<file path="src/hw/rtl/utf8_decoder_replace_unit_macros.svh">
// Assertion macros for the UTF-8 decoder with replacement.
// Every macro samples on clk and is disabled while rst is high.
`ifndef UTF8_DECODER_REPLACE_UNIT_MACROS_SVH
`define UTF8_DECODER_REPLACE_UNIT_MACROS_SVH

// Same-cycle implication: cons must hold whenever ante holds.
`define U8R_ASSERT_IMP(lbl, ante, cons) \
  lbl: assert property (@(posedge clk) disable iff (rst) (ante) |-> (cons)) \
    else $error("utf8 decoder: assertion failed");

// Next-cycle implication: cons must hold in the cycle after ante.
`define U8R_ASSERT_NXT(lbl, ante, cons) \
  lbl: assert property (@(posedge clk) disable iff (rst) (ante) |=> (cons)) \
    else $error("utf8 decoder: assertion failed");

`endif

</file>
<file path="src/hw/rtl/u8r_pkg.sv">
// Shared types and constants for the UTF-8 decoder with replacement.
// No dependencies; used by every module of the block.
`default_nettype none

package u8r_pkg;

  // Default depth of the queue between the front and back ends.
  localparam int QUEUE_DEPTH_DEF = 4;

  // Decode window: up to three held bytes plus the new one.
  localparam int WIN_DEPTH = 4;

  // Code point constants.
  localparam logic [20:0] REPL_CP = 21'h00FFFD;
  localparam logic [20:0] MAX_CP  = 21'h10FFFF;
  localparam logic [20:0] SURR_LO = 21'h00D800;
  localparam logic [20:0] SURR_HI = 21'h00DFFF;
  localparam logic [20:0] MIN_CP2 = 21'h000080;
  localparam logic [20:0] MIN_CP3 = 21'h000800;
  localparam logic [20:0] MIN_CP4 = 21'h010000;

  // Byte pattern masks and tags.
  localparam logic [7:0] CONT_MASK  = 8'hC0;
  localparam logic [7:0] CONT_TAG   = 8'h80;
  localparam logic [7:0] LEAD2_MASK = 8'hE0;
  localparam logic [7:0] LEAD2_TAG  = 8'hC0;
  localparam logic [7:0] LEAD3_MASK = 8'hF0;
  localparam logic [7:0] LEAD3_TAG  = 8'hE0;
  localparam logic [7:0] LEAD4_MASK = 8'hF8;
  localparam logic [7:0] LEAD4_TAG  = 8'hF0;

  // Class of a raw byte as seen by the front end.
  typedef enum logic [2:0] {
    CLS_ASCII,
    CLS_CONT,
    CLS_LEAD2,
    CLS_LEAD3,
    CLS_LEAD4,
    CLS_BAD
  } byte_class_t;

  // One byte of the decode window.
  typedef struct packed {
    logic [7:0]  data;
    byte_class_t cls;
  } win_entry_t;

  // One request as it travels through the queue.
  typedef struct packed {
    logic [7:0]  data;
    byte_class_t cls;
    logic        eoi;
  } byte_item_t;

endpackage

`default_nettype wire

</file>
<file path="src/hw/rtl/u8r_front.sv">
// Front end: accepts input requests, classifies each byte and hands it to the queue.
// Depends on u8r_pkg.
`default_nettype none

module u8r_front
  import u8r_pkg::*;
(
  input  wire logic       clk,
  input  wire logic       rst,
  input  wire logic       in_valid,
  output logic            in_stall,
  input  wire logic [7:0] in_byte,
  input  wire logic       end_of_input,
  output logic            push,
  output byte_item_t      push_item,
  input  wire logic       q_full
);

  logic        stage_valid;
  logic        stage_valid_next;
  byte_item_t  stage_item;
  byte_class_t cls;
  logic        accept;

  // Classify the incoming byte by its leading bits.
  always_comb begin
    if (!in_byte[7]) begin
      cls = CLS_ASCII;
    end else if ((in_byte & CONT_MASK) == CONT_TAG) begin
      cls = CLS_CONT;
    end else if ((in_byte & LEAD2_MASK) == LEAD2_TAG) begin
      cls = CLS_LEAD2;
    end else if ((in_byte & LEAD3_MASK) == LEAD3_TAG) begin
      cls = CLS_LEAD3;
    end else if ((in_byte & LEAD4_MASK) == LEAD4_TAG) begin
      cls = CLS_LEAD4;
    end else begin
      cls = CLS_BAD;
    end
  end

  // The stage register drains into the queue whenever the queue has room.
  assign push      = stage_valid && !q_full;
  assign push_item = stage_item;
  assign in_stall  = stage_valid && q_full;
  assign accept    = in_valid && !in_stall;

  always_comb begin
    stage_valid_next = accept || (stage_valid && !push);
  end

  always_ff @(posedge clk) begin
    if (rst) begin
      stage_valid <= 1'b0;
    end else begin
      stage_valid <= stage_valid_next;
    end
  end

  // Payload register, loaded on each accepted request.
  always_ff @(posedge clk) begin
    if (accept) begin
      stage_item <= '{data: in_byte, cls: cls, eoi: end_of_input};
    end
  end

endmodule

`default_nettype wire

</file>
<file path="src/hw/rtl/u8r_queue.sv">
// Short first-in first-out queue of classified bytes between front and back ends.
// Depends on u8r_pkg.
`default_nettype none

module u8r_queue
  import u8r_pkg::*;
#(
  parameter int DEPTH = QUEUE_DEPTH_DEF
) (
  input  wire logic       clk,
  input  wire logic       rst,
  input  wire logic       push,
  input  wire byte_item_t push_item,
  output logic            full,
  input  wire logic       pop,
  output logic            head_valid,
  output byte_item_t      head_item
);

  localparam int AW = (DEPTH > 1) ? $clog2(DEPTH) : 1;
  localparam int CW = $clog2(DEPTH + 1);

  byte_item_t     slots [DEPTH];
  logic [AW-1:0]  wr_ptr;
  logic [AW-1:0]  wr_ptr_next;
  logic [AW-1:0]  rd_ptr;
  logic [AW-1:0]  rd_ptr_next;
  logic [CW-1:0]  count;
  logic [CW-1:0]  count_next;

  assign full       = (count == CW'(DEPTH));
  assign head_valid = (count != '0);
  assign head_item  = slots[rd_ptr];

  // Pointer wrap and occupancy update.
  always_comb begin
    wr_ptr_next = wr_ptr;
    rd_ptr_next = rd_ptr;
    count_next  = count;
    if (push) begin
      wr_ptr_next = (wr_ptr == AW'(DEPTH - 1)) ? '0 : wr_ptr + 1'b1;
    end
    if (pop) begin
      rd_ptr_next = (rd_ptr == AW'(DEPTH - 1)) ? '0 : rd_ptr + 1'b1;
    end
    if (push && !pop) begin
      count_next = count + 1'b1;
    end else if (pop && !push) begin
      count_next = count - 1'b1;
    end
  end

  always_ff @(posedge clk) begin
    if (rst) begin
      wr_ptr <= '0;
      rd_ptr <= '0;
      count  <= '0;
    end else begin
      wr_ptr <= wr_ptr_next;
      rd_ptr <= rd_ptr_next;
      count  <= count_next;
    end
  end

  // Slot storage.
  always_ff @(posedge clk) begin
    if (push) begin
      slots[wr_ptr] <= push_item;
    end
  end

endmodule

`default_nettype wire

</file>
<file path="src/hw/rtl/u8r_back.sv">
// Back end: decode window, one code point per cycle unless the output stalls, result hold and output register.
// Depends on u8r_pkg and the assertion macros header.
`default_nettype none
`include "utf8_decoder_replace_unit_macros.svh"

module u8r_back
  import u8r_pkg::*;
(
  input  wire logic        clk,
  input  wire logic        rst,
  input  wire logic        head_valid,
  input  wire byte_item_t  head_item,
  output logic             pop,
  output logic             out_valid,
  input  wire logic        out_stall,
  output logic [20:0]      code_point,
  output logic             replaced,
  output logic             last_of_run
);

  // Window of held bytes, oldest first.
  win_entry_t  win      [WIN_DEPTH];
  win_entry_t  win_next [WIN_DEPTH];
  logic [2:0]  cnt;
  logic [2:0]  cnt_next;
  logic        eoi;
  logic        eoi_next;
  logic        active;
  logic        active_next;

  // Result waiting until the next decode tells whether it ends the run.
  logic        hold_valid;
  logic        hold_valid_next;
  logic [20:0] hold_cp;
  logic [20:0] hold_cp_next;
  logic        hold_rep;
  logic        hold_rep_next;

  // Decode of the window front.
  logic [1:0]  extra;
  logic        multi_lead;
  logic        scan_short;
  logic        scan_bad;
  logic [20:0] cp_raw;
  logic        cp_illegal;
  logic        dec_emit;
  logic        dec_rep;
  logic [2:0]  dec_used;
  logic [20:0] dec_cp;

  logic        out_free;
  logic        step_ok;
  logic        out_load;
  logic        out_last;

  // Number of continuation bytes the lead byte asks for.
  always_comb begin
    case (win[0].cls)
      CLS_LEAD2: extra = 2'd1;
      CLS_LEAD3: extra = 2'd2;
      CLS_LEAD4: extra = 2'd3;
      default:   extra = 2'd0;
    endcase
  end

  assign multi_lead = (win[0].cls == CLS_LEAD2) || (win[0].cls == CLS_LEAD3) ||
                      (win[0].cls == CLS_LEAD4);

  // Scan continuations in order; the first missing or bad byte decides.
  always_comb begin
    logic done;
    done       = 1'b0;
    scan_short = 1'b0;
    scan_bad   = 1'b0;
    for (int i = 1; i < WIN_DEPTH; i++) begin
      if (!done && (2'(i) <= extra)) begin
        if (3'(i) >= cnt) begin
          scan_short = 1'b1;
          done       = 1'b1;
        end else if (win[i].cls != CLS_CONT) begin
          scan_bad = 1'b1;
          done     = 1'b1;
        end
      end
    end
  end

  // Assemble the code point from the payload bits.
  always_comb begin
    case (extra)
      2'd1:    cp_raw = {10'd0, win[0].data[4:0], win[1].data[5:0]};
      2'd2:    cp_raw = {5'd0, win[0].data[3:0], win[1].data[5:0], win[2].data[5:0]};
      2'd3:    cp_raw = {win[0].data[2:0], win[1].data[5:0], win[2].data[5:0],
                         win[3].data[5:0]};
      default: cp_raw = {13'd0, win[0].data};
    endcase
  end

  // Overlong forms, surrogates and values beyond the Unicode range.
  always_comb begin
    cp_illegal = ((extra == 2'd1) && (cp_raw < MIN_CP2)) ||
                 ((extra == 2'd2) && (cp_raw < MIN_CP3)) ||
                 ((extra == 2'd3) && (cp_raw < MIN_CP4)) ||
                 ((cp_raw >= SURR_LO) && (cp_raw <= SURR_HI)) ||
                 (cp_raw > MAX_CP);
  end

  // A truncated sequence waits for more bytes unless the buffer has ended.
  always_comb begin
    dec_emit = (cnt != 3'd0) && !(multi_lead && scan_short && !eoi);
    dec_rep  = (win[0].cls == CLS_CONT) || (win[0].cls == CLS_BAD) || scan_bad ||
               (scan_short && eoi) ||
               (multi_lead && !scan_short && !scan_bad && cp_illegal);
    dec_used = dec_rep ? 3'd1 : {1'b0, extra} + 3'd1;
    dec_cp   = dec_rep ? REPL_CP : cp_raw;
  end

  // A step can move only if the held result can go to the output register.
  assign out_free = !out_valid || !out_stall;
  assign step_ok  = !hold_valid || out_free;

  // Sequencer: load a byte, emit results one per cycle unless the output stalls, close the run.
  always_comb begin
    for (int i = 0; i < WIN_DEPTH; i++) begin
      win_next[i] = win[i];
    end
    cnt_next        = cnt;
    eoi_next        = eoi;
    active_next     = active;
    hold_valid_next = hold_valid;
    hold_cp_next    = hold_cp;
    hold_rep_next   = hold_rep;
    pop             = 1'b0;
    out_load        = 1'b0;
    out_last        = 1'b0;

    if (active && dec_emit) begin
      if (step_ok) begin
        out_load        = hold_valid;
        hold_valid_next = 1'b1;
        hold_cp_next    = dec_cp;
        hold_rep_next   = dec_rep;
        cnt_next        = cnt - dec_used;
        case (dec_used)
          3'd1: begin
            win_next[0] = win[1];
            win_next[1] = win[2];
            win_next[2] = win[3];
          end
          3'd2: begin
            win_next[0] = win[2];
            win_next[1] = win[3];
          end
          3'd3: begin
            win_next[0] = win[3];
          end
          default: begin
          end
        endcase
      end
    end else if (!active || step_ok) begin
      // Close the run (if any) and take the next byte in the same cycle.
      if (active) begin
        out_load        = hold_valid;
        out_last        = 1'b1;
        hold_valid_next = 1'b0;
        active_next     = 1'b0;
      end
      if (head_valid) begin
        pop                  = 1'b1;
        win_next[cnt[1:0]]   = '{data: head_item.data, cls: head_item.cls};
        cnt_next             = cnt + 3'd1;
        eoi_next             = head_item.eoi;
        active_next          = 1'b1;
      end
    end
  end

  // Control state.
  always_ff @(posedge clk) begin
    if (rst) begin
      cnt        <= 3'd0;
      eoi        <= 1'b0;
      active     <= 1'b0;
      hold_valid <= 1'b0;
      out_valid  <= 1'b0;
    end else begin
      cnt        <= cnt_next;
      eoi        <= eoi_next;
      active     <= active_next;
      hold_valid <= hold_valid_next;
      if (out_load) begin
        out_valid <= 1'b1;
      end else if (!out_stall) begin
        out_valid <= 1'b0;
      end
    end
  end

  // Window, held result and output payload.
  always_ff @(posedge clk) begin
    for (int i = 0; i < WIN_DEPTH; i++) begin
      win[i] <= win_next[i];
    end
    hold_cp  <= hold_cp_next;
    hold_rep <= hold_rep_next;
    if (out_load) begin
      code_point  <= hold_cp;
      replaced    <= hold_rep;
      last_of_run <= out_last;
    end
  end

  // Between requests at most three bytes stay held.
  `U8R_ASSERT_IMP(a_idle_room, !active, cnt <= 3'd3)
  // A result is only held while a request is being decoded.
  `U8R_ASSERT_IMP(a_hold_in_step, hold_valid, active)
  // At the end of the buffer nothing is held back for more bytes.
  `U8R_ASSERT_IMP(a_eoi_no_wait, active && eoi && (cnt != 3'd0), dec_emit)
  // Every emitted result consumes at least one window byte.
  `U8R_ASSERT_NXT(a_emit_shrinks, active && dec_emit && step_ok, cnt < $past(cnt))

endmodule

`default_nettype wire

</file>
<file path="src/hw/rtl/utf8_decoder_replace_unit.sv">
// UTF-8 decoder with U+FFFD replacement. The decoder loads each accepted byte, emits the
// code points that it yields one after another, and closes the run while it loads the
// next byte; a byte that is only held is just loaded.
// Synchronous reset empties the front stage, the queue and the decode window; the
// held-byte storage itself is not cleared.
`default_nettype none

module utf8_decoder_replace_unit
  import u8r_pkg::*;
#(
  parameter int QUEUE_DEPTH = QUEUE_DEPTH_DEF
) (
  input  wire logic        clk,
  input  wire logic        rst,
  input  wire logic        in_valid,
  output logic             in_stall,
  input  wire logic [7:0]  in_byte,
  input  wire logic        end_of_input,
  output logic             out_valid,
  input  wire logic        out_stall,
  output logic [20:0]      code_point,
  output logic             replaced,
  output logic             last_of_run
);

  logic       push;
  byte_item_t push_item;
  logic       q_full;
  logic       pop;
  logic       head_valid;
  byte_item_t head_item;

  // Front end: input register and byte classification.
  u8r_front u_front (
    .clk          (clk),
    .rst          (rst),
    .in_valid     (in_valid),
    .in_stall     (in_stall),
    .in_byte      (in_byte),
    .end_of_input (end_of_input),
    .push         (push),
    .push_item    (push_item),
    .q_full       (q_full)
  );

  // Queue decoupling the two ends.
  u8r_queue #(
    .DEPTH (QUEUE_DEPTH)
  ) u_queue (
    .clk        (clk),
    .rst        (rst),
    .push       (push),
    .push_item  (push_item),
    .full       (q_full),
    .pop        (pop),
    .head_valid (head_valid),
    .head_item  (head_item)
  );

  // Back end: decode window and result output.
  u8r_back u_back (
    .clk         (clk),
    .rst         (rst),
    .head_valid  (head_valid),
    .head_item   (head_item),
    .pop         (pop),
    .out_valid   (out_valid),
    .out_stall   (out_stall),
    .code_point  (code_point),
    .replaced    (replaced),
    .last_of_run (last_of_run)
  );

endmodule

`default_nettype wire

</file>
<file path="config.mk">
export PLATFORM = sky130hd
export DESIGN_NAME = utf8_decoder_replace_unit
export DESIGN_NICKNAME = d
export VERILOG_FILES = /design/src/hw/rtl/u8r_pkg.sv /design/src/hw/rtl/u8r_front.sv /design/src/hw/rtl/u8r_queue.sv /design/src/hw/rtl/u8r_back.sv /design/src/hw/rtl/utf8_decoder_replace_unit.sv
export VERILOG_INCLUDE_DIRS = /design/src /design/src/hw/rtl
export SDC_FILE = /design/constraint.sdc
export NUM_CORES = 1
export LEC_CHECK = 0
export ABC_AREA = 1
export BUFFER_PORTS_ARGS = -buffer_cell sky130_fd_sc_hd__buf_2
export CORE_UTILIZATION = 30
export DETAILED_ROUTE_END_ITERATION = 10
export GPL_TIMING_DRIVEN = 1
export PLACE_DENSITY = 0.49
export SLEW_MARGIN = 10
export SYNTH_ARGS = -nofsm -noshare
export SYNTH_HDL_FRONTEND = slang
export SYNTH_SLANG_ARGS = --single-unit
</file>
<file path="constraint.sdc">
create_clock -name clk -period 3.1 [get_ports clk]
set_input_delay 0.465 -clock clk [delete_from_list [all_inputs] [get_ports clk]]
set_output_delay 0.465 -clock clk [all_outputs]
set_load 0.02 [all_outputs]
</file>
==> results of run 1 <==
final cells by class:
class | count | area [µm²] | area share, %
clock buffer | 20 | 437 | 5.04
clock inverter | 12 | 120 | 1.39
inverter | 83 | 314 | 3.63
multi-input combinational | 422 | 2110 | 24.3
sequential | 166 | 4810 | 55.6
tap | 319 | 399 | 4.61
timing repair buffer | 74 | 467 | 5.39
flip-flops by register name (all words and copies together), names as in the netlist, named ones only:
| register | count |
|---|---|
| u_back.eoi | 1 |
| u_back.hold_rep | 1 |
| u_front.stage_valid | 1 |
| u_back.last_of_run | 1 |
| u_back.replaced | 1 |
| u_back.out_valid | 1 |
| u_back.active | 1 |
| u_front.push_item | 12 |
| u_back.win | 44 |
| u_back.code_point | 21 |
| u_queue.wr_ptr | 2 |
| u_back.hold_cp | 21 |
| u_queue.slots | 48 |
| u_back.cnt | 3 |
| u_back.hold_valid | 1 |
| u_queue.count | 3 |
| u_queue.rd_ptr | 2 |
power groups by stage:
stage	Combinational [mW]	Clock [mW]	Sequential, mW
detailed placement	3.24	0	3.66
global placement	3.23	0	3.66
global route	3.78	2.14	3.65
finish	3.36	2.01	3.59
CTS	3.26	2.07	3.61
floorplan	2.32	0	3.57
synth_stat cells:
cell type,number
nor2_8,1
o21ai_1,16
clkbuf_2,1
nor2_1,53
inv_1,73
ha_1,7
a32oi_1,1
nor3_1,3
o31ai_1,1
buf_6,5
a21boi_2,1
nand3b_1,1
nand3_1,65
nand2_1,157
xor2_1,1
clkinv_1,1
nor2_2,3
a21boi_0,1
inv_2,9
buf_4,1
o21ai_2,6
edfxtp_1,149
fa_1,2
o211a_1,1
a21oi_1,16
o21ai_0,26
a211oi_1,1
or2_2,6
buf_1,2
nor2_4,2
nand2_2,5
dfxtp_1,17
nand4_1,8
clkbuf_1,9
o211ai_1,1
o22ai_1,34
buf_2,6
nand2_4,2
a31oi_1,1
stage by stage:
step / setup slack (ps) / hold WS [ps] / instance area, µm² / power, mW
finish: 166 / 208 / 8660 / 8.96
detailed placement: 94.2 / 405 / 8030 / 6.90
floorplan: 218 / 400 / 7360 / 5.88
CTS: 75.1 / 188 / 8580 / 8.94
global placement: 158 / 404 / 8030 / 6.89
global route: -69.3 / 185 / 8660 / 9.57
logic make-up after synthesis:
logic type,after synthesis
xor gates and xnor gates,1
DFF,166
AOI/OAI and AO/OA,106
buffers and inverters,107
and+or+nand+nor,306
adders and majority gates,9
layer usage:
| metal | wire length (µm) | track usage [%] |
|---|---|---|
| met1 | 7150 | 16.9 |
| met5 | 0 | 0 |
| met3 | 668 | 2.72 |
| met2 | 6970 | 20.4 |
| met4 | 229 | 5.49 |
what timing repair did:
action,CTS,global route
resized for setup,0,4
buffers inserted,0,8
hold buffers,0,0
endpoints found under the setup margin,0,47
worst min path at each step:
stage	startpoint	end	slack (ps)	cells after the start
after floorplan	u_back.hold_cp[0]$_SDFFCE_PP1P_	u_back.code_point[0]$_DFFE_PP_	400	0
after global routing	in_byte[1]	u_front.push_item[5]$_DFFE_PP_	180	1
final	in_byte[0]	u_front.push_item[4]$_DFFE_PP_	210	1
after detailed placement	u_back.hold_cp[12]$_SDFFCE_PP1P_	u_back.code_point[12]$_DFFE_PP_	400	0
after CTS	end_of_input	u_front.push_item[0]$_DFFE_PP_	190	1
after global placement	u_back.hold_rep$_DFFE_PP_	u_back.replaced$_DFFE_PP_	400	0
==> impl_metrics.yaml, run 1 <==
run_status:
  status: "complete, no violations"
drt:
  drt_iter0_markers: 328
  wl_per_cell_um: 13.7
  wirelength_um: 15000
  drc: 0
  via_per_inst: 4.51
  vias: 4941
  drtAntennaViolNets: 0
  dr.pass1.iters: 5
final_layout:
  drive_above_1_share_pct: 18.1
  final_common_cell: "nand2_1"
  n_fill_cell: 2383
  synthToLayoutAreaGrowth_pct: 17.6
  fin_util_pct: 36.4
  finalNonFillerCells: 1096
  nNetsFinal: 786
  antenna_cells: 0
  layout_common_cells: "157 x nand2_1, 149 x edfxtp_1, 73 x inv_1"
die:
  core_region_area_um2: 23800
  die_h_um: 159
  initial_core_util_pct: 31.0
  ios: 38
  die_area_um2: 25200
  die_x_um: 159
  row_count: 56
synthesis:
  synth_compound_area_share_pct: 8.45
  synth_fp_nets: 717
  ys_warn_count: 0
  synth_area_leaders: "edfxtp_1 61%, nand2_1 8.0%, dfxtp_1 4.6%, nand3_1 4.4%, inv_1 3.7%"
  ys_seq_elements: 166
  synth_top_area_share_pct: 60.8
  syn_inst: 695
  synth_xor_area_share_pct: 0.119
  netlist_area_um2: 7360
  yosysSeqAreaShare_pct: 65.4
  synth-simple-area-share_pct: 18.2
  synth_top_family_by_area: "simple AND/OR/NAND/NOR gates"
  syn_avg_cell_area_um2: 10.6
  yosysTopAreaCell: "edfxtp_1"
  synthAdderAreaFrac_pct: 1.73
  ys_types: 39
  muxShareOfSynthArea_pct: 0
clock_tree:
  clock-sinks: 166
  cts_root_buffer: "clkbuf_16"
  cts_tree: "done"
  cts.path.max_buffers: 2
  worstSkewPairLatency_ps: 430
  h-tree-depth: 4
  cts_buffers: 17
  clk_pin_slew_ps: 70
sta:
  fin_worst_skew_ps: 10.4
  slew_headroom_pct: 52.2
  worstMarginPinSlew_ps: 717
  maxClockFrequency_mhz: 341
  setup_violations: 0
  period_needed_ps: 2930
  hold_viol: 0
  tns_ps: 0
  slew_violations: 0
  post-route-period-util_pct: 94.7
  rsz0062_at_grt: "true"
power_and_ir_drop:
  power_density_nw_per_um2: 1030
  switching_share_pct: 38.0
  clockPowerShare_pct: 22.4
  p_seq_share_pct: 40.1
  internal-power_mw: 5.55
  switchingPower_mw: 3.41
  power.leakage_nw: 3.39
  comb_power_share_pct: 37.5
  peakVddDrop_mv: 0.382
global_route:
  antenna_found_initial: 0
  grtUsageTotal_pct: 12.9
  grt_max_degree: 26
  grt_pass1_wl_um: 24200
  gr-total-overflow: 0
  first_global_vias: 4555
placement:
  hpwl_um: 10700
  numPortBuffers: 37
  gp_congestion: 0.826
  dp_cells: 1056
setup_path:
  reg2reg_depth: 22
  cp.depth: 22
  cp_num_buf_inv: 4
  cp_max_fo: 11
  critical_path_class: "reg2reg"
  crit_required_ps: 3470
  crit_arrival_ps: 3300
  cpLargestDelayFamily: "simple AND/OR/NAND/NOR gates"
  start_kind: "flop"
  crit_path_top_delay_cell: "edfxtp_1"
  crit_path_frequent_cell: "nor2_1"
  reg2reg_to: "u_back.cnt[2]$_SDFFE_PP0P_"
  cp_slowest_stage_delay_ps: 470
  cp-end-kind: "flop"
  cp-startpoint: "u_back.win[0][0]$_DFFE_PP_"
  r2r-start: "u_back.win[0][0]$_DFFE_PP_"
  cp_cell_sequence: "buf_4, inv_2, nor2_4, nand2_1, o21ai_1, nor2_1, inv_2, nor2_1, nand2_1, nand4_1, nand2_2, nand2_4, nor2_1, nand2_1, ha_1, inv_1, fa_1, nand3_1, nand2_1, nor2_1, nor2_1, nor2_1"
  cp-endpoint: "u_back.cnt[2]$_SDFFE_PP0P_"
  r2r_slack_ps: 170
job:
  maxCapViolCount: 0
worst_hold_path:
  min_path_type: "in2reg"
Power figures use the tool's default switching activity.
==> run 2, diff against run 1 <==
Settings changed: PLACE_DENSITY 0.49 to default, PLACE_DENSITY_LB_ADDON from default to 0.2, SYNTH_HIERARCHICAL from default to 1.
==> impl_metrics.yaml, run 2 <==
power_and_ir_drop:
  switching_share_pct: 40.0
  power.leakage_nw: 3.80
  clockPowerShare_pct: 18.4
  comb_power_share_pct: 49.3
  p_seq_share_pct: 32.3
  power_density_nw_per_um2: 1200
  internal-power_mw: 6.83
  peakVddDrop_mv: 0.480
  switchingPower_mw: 4.55
  power_mw: 11.4
sta:
  tns_ps: -1360
  hold_viol: 0
  rsz0062_at_grt: "true"
  period_needed_ps: 3240
  slew_violations: 0
  timing.hold.ws_ps: 209
  post-route-period-util_pct: 105
  maxClockFrequency_mhz: 309
  setup_violations: 41
  worstMarginPinSlew_ps: 611
  slew_headroom_pct: 59.2
  worst_slack_ps: -141
  fin_worst_skew_ps: 6.80
die:
  initial_core_util_pct: 30.8
  row_count: 57
  ios: 38
  die_h_um: 160
  die_x_um: 160
  die_area_um2: 25700
  core_region_area_um2: 24500
final_layout:
  drive_above_1_share_pct: 26.5
  design_area_um2: 9510
  synthToLayoutAreaGrowth_pct: 26.3
  final_common_cell: "nand2_1"
  largest_reg_flops: 48
  finalNonFillerCells: 1176
  layout_common_cells: "154 x nand2_1, 149 x edfxtp_1, 73 x buf_4"
  fin_util_pct: 38.9
  reg.largest.list: "u_queue/slots (48), u_back/win (44)"
  nNetsFinal: 866
  antenna_cells: 0
  top_register: "u_queue/slots"
drt:
  dr.pass1.iters: 5
  wirelength_um: 17000
  drtAntennaViolNets: 0
  vias: 5391
  wl_per_cell_um: 14.5
  via_per_inst: 4.58
  drt_iter0_markers: 291
  drc: 0
clock_tree:
  clk_pin_slew_ps: 70
  h-tree-depth: 4
  cts.path.max_buffers: 2
  hold_buffers: 0
  cts_root_buffer: "clkbuf_16"
  cts_buffers: 17
  clock-sinks: 166
  worstSkewPairLatency_ps: 430
  cts_tree: "done"
placement:
  postPlaceCellArea_um2: 8430
  dp_cells: 1112
  numPortBuffers: 37
  hpwl_um: 11200
  gp_congestion: 0.823
  pre_cts_ws_ps: -192
setup_path:
  r2r-start: "u_back/win[0][1]$_DFFE_PP_"
  cp.depth: 29
  reg2reg_to: "u_back/cnt[2]$_SDFFE_PP0P_"
  crit_path_top_delay_cell: "edfxtp_1"
  cp_slowest_stage_delay_ps: 400
  cp_max_fo: 14
  critical_path_class: "reg2reg"
  cpLargestDelayFamily: "simple AND/OR/NAND/NOR gates"
  crit_required_ps: 3430
  cp-startpoint: "u_back/win[0][1]$_DFFE_PP_"
  cp_num_buf_inv: 5
  crit_arrival_ps: 3570
  reg2reg_depth: 29
  cp-end-kind: "flop"
  r2r_slack_ps: -140
  start_kind: "flop"
  cp-endpoint: "u_back/cnt[2]$_SDFFE_PP0P_"
job:
  maxCapViolCount: 0
global_route:
  gr-total-overflow: 0
  grtUsageTotal_pct: 13.6
  grt_pass1_wl_um: 26900
  first_global_vias: 5074
  grt_max_degree: 25
  antenna_found_initial: 0
run_status:
  status: "complete, but fails checks"
  failed_checks: "setup timing"
synthesis:
  netlist_area_um2: 7530
  syn_avg_cell_area_um2: 10.4
  syn_inst: 723
  yosysSeqAreaShare_pct: 64.0
  ys_seq_elements: 166
  synth_fp_nets: 750
  synthTopCellsByCount: "164 x nand2_1, 149 x edfxtp_1, 77 x nor2_1"
  ys.flop_type: "edfxtp_1"
  synth_top_area_share_pct: 59.4
  ys_warn_count: 6
  synth_area_leaders: "edfxtp_1 59%, nand2_1 8.2%, dfxtp_1 4.5%, nor2_1 3.8%, inv_1 3.5%"
  synth_enable_flop_cells: 149
  synth.most_common_cell: "nand2_1"
  ys_types: 35
  yosysTopAreaCell: "edfxtp_1"
  async_reset_ff_share_pct: 0
worst_hold_path:
  min_path_type: "in2reg"
==> run 2: cell count changes in the layout (fill, tap and decap cells not counted), sizes merged, moves of 6 or more <==
cell and delta:
buf +50, nand2 +9, nand3 -31, nor2 +22
o21ai +25, or2 -6
==> run 2: cells by family (layout without fill, tap and decap cells) <==
family          Yosys count  after routing  share of synthesized area, %
fa+ha+maj                14             14                          2.53
xor+xnor                  1              1                         0.116
simple gates            307            307                          17.5
compound gates          128            128                          9.61
buf+inv                 107            236                          6.33
flops                   166            166                          64.0
==> run 2: area by class of cell <==
type	count	area [µm²]
Tap cell	324	405
Inverter	79	322
Timing Repair inverter	1	7.51
Multi-Input combinational cell	450	2450
Timing Repair Buffer	124	935
Sequential cell	166	4810
Fill cell	2383	15000
Clock buffer	20	437
Clock inverter	12	141
==> run 2: power by group through the flow <==
stage                     combinational [mW]  clock [mW]  sequential, mW
after floorplan                         3.06           0            3.67
after global placement                  4.61           0            3.73
after detailed placement                4.62           0            3.73
after CTS                               5.30        2.15            3.68
after global routing                    6.18        2.24            3.74
final                                   5.61        2.09            3.68
==> run 2: what timing repair did <==
action	CTS	global route
cloned	1	0
endpoints found under the hold margin	0	0
endpoints found under the setup margin	64	84
buffers inserted	25	7
gates resized for setup	48	26
pin swaps	21	21
==> run 2: how the worst min path moves through the flow <==
stage | startpoint | to | cells past startpoint
2_1_floorplan | u_back/hold_cp[0]$_SDFFCE_PP1P_ | u_back/code_point[0]$_DFFE_PP_ | 0
3_5_place_dp | u_back/hold_cp[3]$_SDFFCE_PP1P_ | u_back/code_point[3]$_DFFE_PP_ | 0
3_3_place_gp | u_back/hold_cp[16]$_SDFFCE_PP0P_ | u_back/code_point[16]$_DFFE_PP_ | 0
4_1_cts | in_byte[0] | u_front/push_item[4]$_DFFE_PP_ | 1
5_1_grt | in_byte[0] | u_front/push_item[4]$_DFFE_PP_ | 1
6_report | in_byte[0] | u_front/push_item[4]$_DFFE_PP_ | 1
==> run 2: metal layers <==
| metal | track usage [%] | part of all wire [%] | up-vias | wire length [µm] |
|---|---|---|---|---|
| met5 | 0 | 0 | - | 0 |
| met4 | 4.76 | 1.7 | 0 | 295 |
| met3 | 2.94 | 4.2 | 18 | 715 |
| met2 | 22.8 | 49 | 120 | 8300 |
| met1 | 17.3 | 45 | 2537 | 7730 |
| li1 | - | - | 2716 | - |
